## src/rtl/core/stepper_trapezoid_ramp_core_defines.svh

```systemverilog
// assertion macros shared by the stepper ramp rtl
`ifndef STEPPER_TRAPEZOID_RAMP_CORE_DEFINES_SVH
`define STEPPER_TRAPEZOID_RAMP_CORE_DEFINES_SVH

// same-cycle implication, disabled during reset
`define STPR_ASSERT_IMP(name, clk_s, rst_s, pre, post) \
    name: assert property (@(posedge clk_s) disable iff (!rst_s) (pre) |-> (post)) \
        else $error("stpr check failed");

// next-cycle implication, disabled during reset
`define STPR_ASSERT_NXT(name, clk_s, rst_s, pre, post) \
    name: assert property (@(posedge clk_s) disable iff (!rst_s) (pre) |=> (post)) \
        else $error("stpr check failed");

`endif

```

## src/rtl/core/stpr_pkg.sv

```systemverilog
// shared constants, codes and types of the stepper ramp generator
package stpr_pkg;

    // default widths of position and step rate
    localparam int POS_WIDTH_DEF  = 31;
    localparam int RATE_WIDTH_DEF = 20;

    // configuration port
    localparam int CFG_IDX_W  = 2;
    localparam int CFG_DATA_W = 32;
    localparam int CFG_RATE_W = 20;

    // shared divider width
    localparam int DIV_W = 32;

    // command codes
    localparam int FUNC_W = 2;
    localparam logic [FUNC_W-1:0] FUNC_MOVE = 2'd0;
    localparam logic [FUNC_W-1:0] FUNC_TICK = 2'd1;
    localparam logic [FUNC_W-1:0] FUNC_SET  = 2'd2;

    // register map
    typedef enum logic [CFG_IDX_W-1:0] {
        REG_CLOCK_HZ   = 2'd0,
        REG_MIN_RATE   = 2'd1,
        REG_MAX_RATE   = 2'd2,
        REG_ACCEL_STEP = 2'd3
    } cfg_idx_t;

    // register reset values
    localparam logic [CFG_DATA_W-1:0] CLOCK_HZ_RST   = 32'd1000000;
    localparam logic [CFG_RATE_W-1:0] MIN_RATE_RST   = 20'd100;
    localparam logic [CFG_RATE_W-1:0] MAX_RATE_RST   = 20'd2000;
    localparam logic [CFG_RATE_W-1:0] ACCEL_STEP_RST = 20'd10;

    // divider request and status
    typedef struct packed {
        logic             start;
        logic [DIV_W-1:0] dividend;
        logic [DIV_W-1:0] divisor;
    } div_req_t;

    typedef struct packed {
        logic busy;
        logic done;
    } div_stat_t;

endpackage

```

## src/rtl/core/stpr_if.sv

```systemverilog
// valid/ready channels of the stepper ramp generator

// command channel
interface stpr_cmd_if #(
    parameter int POS_WIDTH = stpr_pkg::POS_WIDTH_DEF
);
    logic                              valid;
    logic                              ready;
    logic [stpr_pkg::FUNC_W-1:0]       func;
    logic signed [POS_WIDTH-1:0]       value;

    modport source (output valid, func, value, input ready);
    modport sink   (input valid, func, value, output ready);
endinterface

// result channel
interface stpr_res_if #(
    parameter int POS_WIDTH = stpr_pkg::POS_WIDTH_DEF
);
    logic                              valid;
    logic                              ready;
    logic [stpr_pkg::DIV_W-1:0]        reload_value;
    logic                              reload_written;
    logic                              direction_reverse;
    logic                              running;
    logic                              stopped_now;
    logic signed [POS_WIDTH-1:0]       position;

    modport source (output valid, reload_value, reload_written, direction_reverse,
                    running, stopped_now, position, input ready);
    modport sink   (input valid, reload_value, reload_written, direction_reverse,
                    running, stopped_now, position, output ready);
endinterface

// configuration write channel
interface stpr_cfg_if;
    logic                              valid;
    logic                              ready;
    logic [stpr_pkg::CFG_IDX_W-1:0]    index;
    logic [stpr_pkg::CFG_DATA_W-1:0]   data;

    modport source (output valid, index, data, input ready);
    modport sink   (input valid, index, data, output ready);
endinterface

```

## src/rtl/core/stpr_div.sv

```systemverilog
// radix-2 restoring divider, one quotient bit per cycle
`include "stepper_trapezoid_ramp_core_defines.svh"

module stpr_div (
    input  logic                          clk,
    input  logic                          rst_n,
    input  stpr_pkg::div_req_t            req,
    output stpr_pkg::div_stat_t           stat,
    output logic [stpr_pkg::DIV_W-1:0]    quotient
);

    localparam int DW    = stpr_pkg::DIV_W;
    localparam int CNT_W = $clog2(DW);

    logic             busy_reg, busy_next;
    logic             done_reg, done_next;
    logic [CNT_W-1:0] cnt_reg, cnt_next;
    logic [DW-1:0]    rem_reg, rem_next;
    logic [DW-1:0]    quo_reg, quo_next;
    logic [DW-1:0]    dsr_reg, dsr_next;

    logic [DW:0]      trial;
    logic [DW:0]      trial_diff;
    logic             fits;

    // one trial subtraction
    always_comb
    begin
        trial      = {rem_reg, quo_reg[DW-1]};
        trial_diff = trial - {1'b0, dsr_reg};
        fits       = trial >= {1'b0, dsr_reg};
    end

    // sequencing
    always_comb
    begin
        busy_next = busy_reg;
        done_next = 1'b0;
        cnt_next  = cnt_reg;
        rem_next  = rem_reg;
        quo_next  = quo_reg;
        dsr_next  = dsr_reg;
        if (req.start)
        begin
            busy_next = 1'b1;
            cnt_next  = CNT_W'(DW - 1);
            rem_next  = '0;
            quo_next  = req.dividend;
            dsr_next  = req.divisor;
        end
        else if (busy_reg)
        begin
            rem_next = fits ? trial_diff[DW-1:0] : trial[DW-1:0];
            quo_next = {quo_reg[DW-2:0], fits};
            cnt_next = cnt_reg - 1'b1;
            if (cnt_reg == '0)
            begin
                busy_next = 1'b0;
                done_next = 1'b1;
            end
        end
    end

    // control state
    always_ff @(posedge clk or negedge rst_n)
    begin
        if (!rst_n)
        begin
            busy_reg <= 1'b0;
            done_reg <= 1'b0;
            cnt_reg  <= '0;
        end
        else
        begin
            busy_reg <= busy_next;
            done_reg <= done_next;
            cnt_reg  <= cnt_next;
        end
    end

    // datapath
    always_ff @(posedge clk)
    begin
        rem_reg <= rem_next;
        quo_reg <= quo_next;
        dsr_reg <= dsr_next;
    end

    assign stat.busy = busy_reg;
    assign stat.done = done_reg;
    assign quotient  = quo_reg;

    // checks
    `STPR_ASSERT_IMP(a_start_when_free, clk, rst_n, req.start, !busy_reg)
    `STPR_ASSERT_NXT(a_last_bit_done, clk, rst_n, busy_reg && cnt_reg == '0, done_reg && !busy_reg)
    `STPR_ASSERT_IMP(a_done_not_busy, clk, rst_n, done_reg, !busy_reg)

endmodule

```

## src/rtl/core/stepper_trapezoid_ramp_core.sv

```systemverilog
// top level of the trapezoidal stepper ramp generator
//
//  channel | dir | handshake    | beat contents
//  --------+-----+--------------+-------------------------------------------------
//  cfg     | in  | valid/ready  | index, data (register write, always ready)
//  cmd     | in  | valid/ready  | func, value
//  res     | out | valid/ready  | reload_value, reload_written, direction_reverse,
//          |     |              | running, stopped_now, position
//
//  a tick that writes a reload for a nonzero rate waits in S_RELOAD on the serial
//  divider, then S_EMIT loads the result; a move with a nonempty ramp gets the
//  ramp length from the same divider in S_RAMP, then the split in S_SPLIT
//  cmd is ready only while the sequencer is idle; one command is in flight at a time
//  a finished result sits in the output register while the next command is taken
//  reset loads the reset values and clears control and motion state; no clearing pass
`include "stepper_trapezoid_ramp_core_defines.svh"

module stepper_trapezoid_ramp_core #(
    parameter int POS_WIDTH  = stpr_pkg::POS_WIDTH_DEF,
    parameter int RATE_WIDTH = stpr_pkg::RATE_WIDTH_DEF
) (
    input  logic        clk,
    input  logic        rst_n,
    stpr_cfg_if.sink    cfg,
    stpr_cmd_if.sink    cmd,
    stpr_res_if.source  res
);

    localparam int P  = POS_WIDTH;
    localparam int R  = RATE_WIDTH;
    localparam int CR = stpr_pkg::CFG_RATE_W;
    localparam int DW = stpr_pkg::DIV_W;
    localparam int SW = ((R > CR) ? R : CR) + 1;
    localparam int CW = ((P > CR + 1) ? P : CR + 1) + 1;

    typedef enum logic [4:0] {
        S_IDLE   = 5'b00001,
        S_RAMP   = 5'b00010,
        S_SPLIT  = 5'b00100,
        S_RELOAD = 5'b01000,
        S_EMIT   = 5'b10000
    } state_t;

    state_t             state_reg, state_next;

    // configuration registers
    logic [DW-1:0]      clock_hz_reg, clock_hz_next;
    logic [CR-1:0]      min_rate_reg, min_rate_next;
    logic [CR-1:0]      max_rate_reg, max_rate_next;
    logic [CR-1:0]      accel_reg, accel_next;

    // motion state
    logic [P-1:0]       cur_pos_reg, cur_pos_next;
    logic [P-1:0]       target_reg, target_next;
    logic               dir_reg, dir_next;
    logic [R-1:0]       rate_reg, rate_next;
    logic [P-1:0]       accel_left_reg, accel_left_next;
    logic [P-1:0]       decel_left_reg, decel_left_next;
    logic               running_reg, running_next;

    // per-command working values
    logic [P-1:0]       dist_reg, dist_next;
    logic [CR-1:0]      ramp_reg, ramp_next;
    logic [DW-1:0]      reload_reg, reload_next;
    logic               written_reg, written_next;
    logic               stopped_reg, stopped_next;

    // output register
    logic               out_valid_reg, out_valid_next;
    logic [DW-1:0]      out_reload_reg, out_reload_next;
    logic               out_written_reg, out_written_next;
    logic               out_dir_reg, out_dir_next;
    logic               out_running_reg, out_running_next;
    logic               out_stopped_reg, out_stopped_next;
    logic [P-1:0]       out_pos_reg, out_pos_next;

    logic               cmd_acc;
    logic               out_load;
    logic               move_go;
    logic               ramp_en;
    logic signed [P:0]  diff;
    logic [P-1:0]       move_dist;
    logic [P-1:0]       pos_step;
    logic               pos_hit;
    logic [SW-1:0]      rate_inc;
    logic [R-1:0]       rate_up;
    logic [R-1:0]       rate_dn;
    logic [R-1:0]       tick_rate;
    logic               tick_write;
    logic [CW-1:0]      ramp_twice;

    stpr_pkg::div_req_t  div_req;
    stpr_pkg::div_stat_t div_stat;
    logic [DW-1:0]       div_quo;

    // shared divider
    stpr_div u_div (
        .clk      (clk),
        .rst_n    (rst_n),
        .req      (div_req),
        .stat     (div_stat),
        .quotient (div_quo)
    );

    assign cmd.ready = (state_reg == S_IDLE);
    assign cfg.ready = 1'b1;
    assign cmd_acc   = cmd.valid && cmd.ready;
    assign out_load  = (state_reg == S_EMIT) && (!out_valid_reg || res.ready);

    // move arithmetic: signed distance, direction, ramp availability
    always_comb
    begin
        move_go   = cmd.value != cur_pos_reg;
        diff      = $signed({cmd.value[P-1], cmd.value}) -
                    $signed({cur_pos_reg[P-1], cur_pos_reg});
        move_dist = diff[P] ? P'(-diff) : diff[P-1:0];
        ramp_en   = (accel_reg != '0) && (max_rate_reg > min_rate_reg);
    end

    // tick arithmetic: position step and rate ramp
    always_comb
    begin
        pos_step   = dir_reg ? (cur_pos_reg - 1'b1) : (cur_pos_reg + 1'b1);
        pos_hit    = pos_step == target_reg;
        rate_inc   = SW'(rate_reg) + SW'(accel_reg);
        rate_up    = (rate_inc > SW'(max_rate_reg)) ? R'(max_rate_reg) : R'(rate_inc);
        rate_dn    = (SW'(rate_reg) < SW'(min_rate_reg) + SW'(accel_reg)) ?
                     R'(min_rate_reg) : R'(SW'(rate_reg) - SW'(accel_reg));
        tick_write = (accel_left_reg != '0) || (decel_left_reg != '0);
        tick_rate  = (accel_left_reg != '0) ? rate_up : rate_dn;
        ramp_twice = CW'(ramp_reg) << 1;
    end

    // divider launch on accept
    always_comb
    begin
        div_req.start = 1'b0;
        if (cmd_acc)
        begin
            if (cmd.func == stpr_pkg::FUNC_MOVE)
                div_req.start = move_go && ramp_en;
            else if (cmd.func == stpr_pkg::FUNC_TICK)
                div_req.start = running_reg && tick_write && (tick_rate != '0);
        end
        if (cmd.func == stpr_pkg::FUNC_MOVE)
        begin
            div_req.dividend = DW'(max_rate_reg - min_rate_reg);
            div_req.divisor  = DW'(accel_reg);
        end
        else
        begin
            div_req.dividend = clock_hz_reg;
            div_req.divisor  = DW'(tick_rate);
        end
    end

    // configuration writes
    always_comb
    begin
        clock_hz_next = clock_hz_reg;
        min_rate_next = min_rate_reg;
        max_rate_next = max_rate_reg;
        accel_next    = accel_reg;
        if (cfg.valid && cfg.ready)
        begin
            unique case (stpr_pkg::cfg_idx_t'(cfg.index))
                stpr_pkg::REG_CLOCK_HZ:   clock_hz_next = cfg.data;
                stpr_pkg::REG_MIN_RATE:   min_rate_next = cfg.data[CR-1:0];
                stpr_pkg::REG_MAX_RATE:   max_rate_next = cfg.data[CR-1:0];
                stpr_pkg::REG_ACCEL_STEP: accel_next    = cfg.data[CR-1:0];
            endcase
        end
    end

    // command sequencer
    always_comb
    begin
        state_next      = state_reg;
        cur_pos_next    = cur_pos_reg;
        target_next     = target_reg;
        dir_next        = dir_reg;
        rate_next       = rate_reg;
        accel_left_next = accel_left_reg;
        decel_left_next = decel_left_reg;
        running_next    = running_reg;
        dist_next       = dist_reg;
        ramp_next       = ramp_reg;
        reload_next     = reload_reg;
        written_next    = written_reg;
        stopped_next    = stopped_reg;
        unique case (state_reg)
            S_IDLE:
            begin
                if (cmd_acc)
                begin
                    reload_next  = '0;
                    written_next = 1'b0;
                    stopped_next = 1'b0;
                    state_next   = S_EMIT;
                    unique case (cmd.func)
                        stpr_pkg::FUNC_MOVE:
                        begin
                            if (move_go)
                            begin
                                target_next  = cmd.value;
                                dir_next     = diff[P];
                                rate_next    = R'(min_rate_reg);
                                dist_next    = move_dist;
                                running_next = 1'b1;
                                ramp_next    = '0;
                                state_next   = ramp_en ? S_RAMP : S_SPLIT;
                            end
                        end
                        stpr_pkg::FUNC_TICK:
                        begin
                            if (running_reg)
                            begin
                                cur_pos_next = pos_step;
                                if (pos_hit || !tick_write)
                                begin
                                    running_next = 1'b0;
                                    stopped_next = 1'b1;
                                end
                                if (tick_write)
                                begin
                                    rate_next    = tick_rate;
                                    written_next = 1'b1;
                                    if (accel_left_reg != '0)
                                        accel_left_next = accel_left_reg - 1'b1;
                                    else
                                        decel_left_next = decel_left_reg - 1'b1;
                                    if (tick_rate == '0)
                                        reload_next = '1;
                                    else
                                        state_next = S_RELOAD;
                                end
                            end
                        end
                        stpr_pkg::FUNC_SET:
                        begin
                            cur_pos_next = cmd.value;
                        end
                        default:
                        begin
                            state_next = S_EMIT;
                        end
                    endcase
                end
            end
            S_RAMP:
            begin
                if (div_stat.done)
                begin
                    ramp_next  = div_quo[CR-1:0];
                    state_next = S_SPLIT;
                end
            end
            S_SPLIT:
            begin
                // long move: full ramps; short move: half each way
                if (CW'(dist_reg) >= ramp_twice)
                begin
                    accel_left_next = P'(CW'(dist_reg) - CW'(ramp_reg));
                    decel_left_next = P'(ramp_reg);
                end
                else
                begin
                    accel_left_next = dist_reg >> 1;
                    decel_left_next = dist_reg >> 1;
                end
                state_next = S_EMIT;
            end
            S_RELOAD:
            begin
                if (div_stat.done)
                begin
                    reload_next = div_quo;
                    state_next  = S_EMIT;
                end
            end
            S_EMIT:
            begin
                if (out_load)
                    state_next = S_IDLE;
            end
            default:
            begin
                state_next = S_IDLE;
            end
        endcase
    end

    // output register
    always_comb
    begin
        out_valid_next   = out_valid_reg;
        out_reload_next  = out_reload_reg;
        out_written_next = out_written_reg;
        out_dir_next     = out_dir_reg;
        out_running_next = out_running_reg;
        out_stopped_next = out_stopped_reg;
        out_pos_next     = out_pos_reg;
        if (out_load)
        begin
            out_valid_next   = 1'b1;
            out_reload_next  = reload_reg;
            out_written_next = written_reg;
            out_dir_next     = dir_reg;
            out_running_next = running_reg;
            out_stopped_next = stopped_reg;
            out_pos_next     = cur_pos_reg;
        end
        else if (res.ready)
        begin
            out_valid_next = 1'b0;
        end
    end

    // control and motion state
    always_ff @(posedge clk or negedge rst_n)
    begin
        if (!rst_n)
        begin
            state_reg      <= S_IDLE;
            clock_hz_reg   <= stpr_pkg::CLOCK_HZ_RST;
            min_rate_reg   <= stpr_pkg::MIN_RATE_RST;
            max_rate_reg   <= stpr_pkg::MAX_RATE_RST;
            accel_reg      <= stpr_pkg::ACCEL_STEP_RST;
            cur_pos_reg    <= '0;
            target_reg     <= '0;
            dir_reg        <= 1'b0;
            rate_reg       <= '0;
            accel_left_reg <= '0;
            decel_left_reg <= '0;
            running_reg    <= 1'b0;
            out_valid_reg  <= 1'b0;
        end
        else
        begin
            state_reg      <= state_next;
            clock_hz_reg   <= clock_hz_next;
            min_rate_reg   <= min_rate_next;
            max_rate_reg   <= max_rate_next;
            accel_reg      <= accel_next;
            cur_pos_reg    <= cur_pos_next;
            target_reg     <= target_next;
            dir_reg        <= dir_next;
            rate_reg       <= rate_next;
            accel_left_reg <= accel_left_next;
            decel_left_reg <= decel_left_next;
            running_reg    <= running_next;
            out_valid_reg  <= out_valid_next;
        end
    end

    // working values and result payload
    always_ff @(posedge clk)
    begin
        dist_reg        <= dist_next;
        ramp_reg        <= ramp_next;
        reload_reg      <= reload_next;
        written_reg     <= written_next;
        stopped_reg     <= stopped_next;
        out_reload_reg  <= out_reload_next;
        out_written_reg <= out_written_next;
        out_dir_reg     <= out_dir_next;
        out_running_reg <= out_running_next;
        out_stopped_reg <= out_stopped_next;
        out_pos_reg     <= out_pos_next;
    end

    assign res.valid             = out_valid_reg;
    assign res.reload_value      = out_reload_reg;
    assign res.reload_written    = out_written_reg;
    assign res.direction_reverse = out_dir_reg;
    assign res.running           = out_running_reg;
    assign res.stopped_now       = out_stopped_reg;
    assign res.position          = out_pos_reg;

    // checks
    `STPR_ASSERT_IMP(a_stop_not_running, clk, rst_n, out_valid_reg && out_stopped_reg, !out_running_reg)
    `STPR_ASSERT_IMP(a_reload_on_motion, clk, rst_n, out_valid_reg && out_written_reg, out_running_reg || out_stopped_reg)
    `STPR_ASSERT_IMP(a_div_owner, clk, rst_n, div_stat.busy, state_reg == S_RAMP || state_reg == S_RELOAD)
    `STPR_ASSERT_NXT(a_emit_holds, clk, rst_n, state_reg == S_EMIT && out_valid_reg && !res.ready, state_reg == S_EMIT)

endmodule

```

## src/flat_wrapper.sv

```systemverilog
// flat-port wrapper written by rule: the top's interface ports become plain ports
module stepper_trapezoid_ramp_core_flat 
#(
    parameter int POS_WIDTH  = stpr_pkg::POS_WIDTH_DEF,
    parameter int RATE_WIDTH = stpr_pkg::RATE_WIDTH_DEF
)
  (clk, rst_n, cfg_valid, cfg_index, cfg_data, cfg_ready, cmd_valid, cmd_func, cmd_value, cmd_ready, res_valid, res_reload_value, res_reload_written, res_direction_reverse, res_running, res_stopped_now, res_position, res_ready);
  stpr_cfg_if cfg_i ();
  stpr_cmd_if #(.POS_WIDTH(POS_WIDTH)) cmd_i ();
  stpr_res_if #(.POS_WIDTH(POS_WIDTH)) res_i ();
  input  logic clk;
  input  logic rst_n;
  input wire logic [$bits(cfg_i.valid)-1:0] cfg_valid;
  input wire logic [$bits(cfg_i.index)-1:0] cfg_index;
  input wire logic [$bits(cfg_i.data)-1:0] cfg_data;
  output wire logic [$bits(cfg_i.ready)-1:0] cfg_ready;
  input wire logic [$bits(cmd_i.valid)-1:0] cmd_valid;
  input wire logic [$bits(cmd_i.func)-1:0] cmd_func;
  input wire logic [$bits(cmd_i.value)-1:0] cmd_value;
  output wire logic [$bits(cmd_i.ready)-1:0] cmd_ready;
  output wire logic [$bits(res_i.valid)-1:0] res_valid;
  output wire logic [$bits(res_i.reload_value)-1:0] res_reload_value;
  output wire logic [$bits(res_i.reload_written)-1:0] res_reload_written;
  output wire logic [$bits(res_i.direction_reverse)-1:0] res_direction_reverse;
  output wire logic [$bits(res_i.running)-1:0] res_running;
  output wire logic [$bits(res_i.stopped_now)-1:0] res_stopped_now;
  output wire logic [$bits(res_i.position)-1:0] res_position;
  input wire logic [$bits(res_i.ready)-1:0] res_ready;
  assign cfg_i.valid = cfg_valid;
  assign cfg_i.index = cfg_index;
  assign cfg_i.data = cfg_data;
  assign cfg_ready = cfg_i.ready;
  assign cmd_i.valid = cmd_valid;
  assign cmd_i.func = cmd_func;
  assign cmd_i.value = cmd_value;
  assign cmd_ready = cmd_i.ready;
  assign res_valid = res_i.valid;
  assign res_reload_value = res_i.reload_value;
  assign res_reload_written = res_i.reload_written;
  assign res_direction_reverse = res_i.direction_reverse;
  assign res_running = res_i.running;
  assign res_stopped_now = res_i.stopped_now;
  assign res_position = res_i.position;
  assign res_i.ready = res_ready;
  stepper_trapezoid_ramp_core #(.POS_WIDTH(POS_WIDTH), .RATE_WIDTH(RATE_WIDTH)) u_core (.clk(clk), .rst_n(rst_n), .cfg(cfg_i), .cmd(cmd_i), .res(res_i));
endmodule
```

## config.mk

```make
export PLATFORM = sky130hd
export DESIGN_NAME = stepper_trapezoid_ramp_core_flat
export DESIGN_NICKNAME = d
export VERILOG_FILES = /design/src/rtl/core/stpr_pkg.sv /design/src/rtl/core/stpr_if.sv /design/src/rtl/core/stpr_div.sv /design/src/rtl/core/stepper_trapezoid_ramp_core.sv /design/src/flat_wrapper.sv
export VERILOG_INCLUDE_DIRS = /design/src /design/src/rtl/core
export SDC_FILE = /design/constraint.sdc
export NUM_CORES = 1
export LEC_CHECK = 0
export ABC_AREA = 0
export BUFFER_PORTS_ARGS = -buffer_cell sky130_fd_sc_hd__buf_2
export CAP_MARGIN = 20
export CORE_UTILIZATION = 45
export DETAILED_ROUTE_END_ITERATION = 7
export GPL_ROUTABILITY_DRIVEN = 0
export SLEW_MARGIN = 20
export SYNTH_ARGS = -nofsm -noshare
export SYNTH_HDL_FRONTEND = slang
export SYNTH_SLANG_ARGS = --single-unit
```

## constraint.sdc

```tcl
create_clock -name clk -period 12.1 [get_ports clk]
set_input_delay 1.21 -clock clk [delete_from_list [all_inputs] [get_ports clk]]
set_output_delay 1.21 -clock clk [all_outputs]
set_load 0.005 [all_outputs]
```

==> flow_summary.yaml <==
die:
  io_pins: 142
  die_x_um: 274.2
  coreArea_um2: 73080
  die_y_um: 274.2
  start_util: 0.4562
  die-area_um2: 75180
  rows: 99
clock_tree:
  cts-root-buf: "clkbuf_16"
  cts_resized: 0
  clockBufferDepth: 3
  clock-sinks: 487
  cts_tree: "yes"
  clk_transition_reported_paths_ns: 0.06
  cts.htree.levels: 2
  holdBufCountCts: 0
  cts_buffers: 55
  postCtsSetupBuffers: 0
  clk_latency_ns: 0.66
setup_path:
  end_kind: "register"
  slowest_delay_ns: 0.71
  start_kind: "register"
  critPathMostFrequentCell: "buf_4"
  path_class: "reg -> reg"
  cpLargestDelayFamily: "compound AO/OA/AOI/OAI gates"
  crit_buf_inv: 6
  worstPathArrival_ns: 8.60
  cp_slowest_cell: "or4b_2"
  cp_max_fo: 48
  critPathRequiredTime_ns: 12.39
detailed_routing:
  wl_per_cell_um: 20.43
  totalWireLength_um: 96600
  drtPass1Iterations: 7
  ant_nets: 0
  dr.first_iter.drc_count: 2227
  vias_per_cell: 5.825
  route.detailed.drc: 24
  num_vias: 27550
yosys:
  ys_seq_elements: 487
  synth_top_family_by_area: "compound AO/OA/AOI/OAI gates"
  synthFlopType: "dfrtp_1"
  yosysTopAreaCell: "edfxtp_1"
  ys_warn_count: 0
  syn-cell-area_um2: 33340
  synth_top_area_frac: 0.1837
  synth_seq_area_share: 0.3921
  synth-xor-area-share: 0.05824
  synth-compound-area-share: 0.1868
  synth.mux.area_fraction: 0.06188
  yosys.area_share.simple: 0.1622
  synth_commonest_cells: "nor2_1 (354), a21oi_1 (329), nand2_1 (301), ha_1 (244), o21ai_0 (241)"
  synth_fa_ha_area_frac: 0.09637
  synth_edf_count: 204
  synth_nets: 3965
  synth.most_common_cell: "nor2_1"
  synthArstFlopShare: 0.5154
  ys_types: 87
  netlist_instances: 3641
  synthTopCellsByArea: "edfxtp_1 (18%), dfrtp_1 (17%), ha_1 (9.2%), a21oi_1 (4.9%), mux2_2 (4.6%)"
  syn_area_per_cell_um2: 9.157
power:
  leakage_nw: 15.95
  powerDensity_nw_per_um2: 284.4
  vdd_ir_drop_max_v: 0.0001637
timing:
  setup_violations: 0
  tns_ns: 0
  min_period_over_period: 0.6869
  hold_viol_final: 0
  rsz0062_at_grt: "no"
  period_minus_slack_ns: 8.311
  whs_ns: 0.4166
  skew_ns: 0.03956
  report.final.slew_viol_count: 0
  relSlewSlack: 0.2852
  worst_pin_slew_ns: 1.070
  clock.fmax_ghz: 0.1203
final_layout:
  nNetsFinal: 4047
  drive_above_1_share: 0.1252
  final_util: 0.5054
  fin_area_um2: 36940
  area_delta_synth_final_pct: 10.79
  instances_no_fill: 4729
  nFillCells: 6867
global_routing:
  grt_pass1_vias: 25510
  track_usage: 0.2546
  grt_pass1_wl_um: 149600
  antenna_found_initial: 2
  grt_max_degree: 153
  overflow: 0
place:
  portBuffers: 140
  dpl.hpwl_um: 72040
  dp.cells: 4625
  dpl_cell_area_um2: 35050
status:
  status: "complete, but fails checks"
  violations: "design-rule violations"
flow_run:
  maxCapViolCount: 0
worst_hold_path:
  min_path_type: "reg -> reg"
-- stage by stage --
| stage | power (mW) | setup WS [ns] |
|---|---|---|
| final | 10.50 | 3.789 |
| after global routing | 11.29 | 3.367 |
| after CTS | 10.45 | 3.868 |
| after detailed placement | 8.640 | 3.891 |
| after global placement | 8.605 | 3.998 |
| after floorplan | 7.091 | 5.459 |
-- report_power, final --
group / total, mW / internal (mW) / switching [mW]
logic: 5.80 / 2.34 / 3.46
registers: 2.95 / 2.43 / 0.513
clock network: 1.76 / 1.02 / 0.739
-- kinds of logic (layout without fill, tap and decap cells) --
| logic type | after synthesis | in the layout |
|---|---|---|
| buffers and inverters | 365 | 493 |
| AO/OA/AOI/OAI | 994 | 994 |
| adder cells (fa/ha/maj) | 252 | 252 |
| XOR/XNOR | 220 | 220 |
| AND/OR/NAND/NOR | 1133 | 1133 |
| multiplexers | 189 | 189 |
| flip-flops | 487 | 487 |
| other | 1 | 2 |
-- routing by layer --
| layer | GRT usage | share of wire | vias to the layer above | routed length [um] |
|---|---|---|---|---|
| met3 | 0.04528 | 0.072 | 154 | 6972 |
| li1 | - | - | 13360 | - |
| met5 | 0 | 0.00028 | - | 27 |
| met2 | 0.3606 | 0.41 | 849 | 39220 |
| met1 | 0.3899 | 0.49 | 13180 | 47560 |
| met4 | 0.07456 | 0.029 | 4 | 2820 |
-- layout make-up --
cell class / instances / area, um^2 / share of cell area
Sequential cell: 487 / 13070 / 0.3539
Antenna cell: 1 / 2.502 / 0.00006775
Multi-Input combinational cell: 2789 / 18990 / 0.5141
Clock buffer: 72 / 1523 / 0.04122
Tap cell: 959 / 1200 / 0.03249
Inverter: 216 / 810.8 / 0.02195
Timing Repair Buffer: 174 / 978.4 / 0.02649
Clock inverter: 31 / 360.3 / 0.009756
-- worst paths after layout --
| kind | to | cells after the start | slack [ns] | from |
|---|---|---|---|---|
| setup / recovery | u_core.u_div.quotient[27]$_DFFE_PP_ | 26 | 3.79 | u_core.accel_reg[1]$_DFFE_PN1P_ |
| hold / removal | u_core.res.reload_value[10]$_DFFE_PP_ | 0 | 0.42 | u_core.reload_reg[10]$_DFFE_PP_ |
| setup reg to reg | u_core.u_div.quotient[27]$_DFFE_PP_ | 26 | 3.79 | u_core.accel_reg[1]$_DFFE_PN1P_ |
| hold reg to reg | u_core.res.reload_value[10]$_DFFE_PP_ | 0 | 0.42 | u_core.reload_reg[10]$_DFFE_PP_ |
| max in group asynchronous | u_core.cur_pos_reg[25]$_DFFE_PN0P_ | 2 | 9.96 | rst_n |
| min in group asynchronous | u_core.res.valid$_DFFE_PN0P_ | 1 | 0.65 | rst_n |
-- cells in the final DEF (no fill, tap or decap), types with 13 or more instances in the layout --
| cell type | netlist | final |
|---|---|---|
| a211oi_1 | 53 | 52 |
| a21boi_0 | 24 | 24 |
| a21o_1 | 64 | 64 |
| a21oi_1 | 329 | 326 |
| a31oi_1 | 25 | 25 |
| and2_1 | 36 | 36 |
| and3_1 | 21 | 21 |
| buf_2 | 14 | 139 |
| buf_4 | 3 | 33 |
| clkbuf_16 | 0 | 57 |
| dfrtp_1 | 232 | 231 |
| dfstp_2 | 19 | 19 |
| dfxtp_1 | 32 | 32 |
| edfxtp_1 | 204 | 204 |
| ha_1 | 244 | 244 |
| inv_1 | 216 | 216 |
| mux2_2 | 137 | 137 |
| mux2i_1 | 52 | 52 |
| nand2_1 | 301 | 298 |
| nand2b_1 | 50 | 50 |
| nand3_1 | 50 | 50 |
| nand3b_1 | 14 | 14 |
| nand4_1 | 33 | 33 |
| nor2_1 | 354 | 354 |
| nor2b_1 | 42 | 40 |
| nor3_1 | 97 | 96 |
| nor4_1 | 29 | 29 |
| o211ai_1 | 21 | 21 |
| o21a_1 | 37 | 37 |
| o21ai_0 | 241 | 240 |
| o21bai_1 | 19 | 18 |
| o22a_1 | 13 | 13 |
| o31ai_1 | 19 | 19 |
| or2_2 | 20 | 20 |
| or3_1 | 36 | 36 |
| xnor2_1 | 130 | 130 |
| xor2_1 | 89 | 89 |
Power figures use the tool's default switching activity.
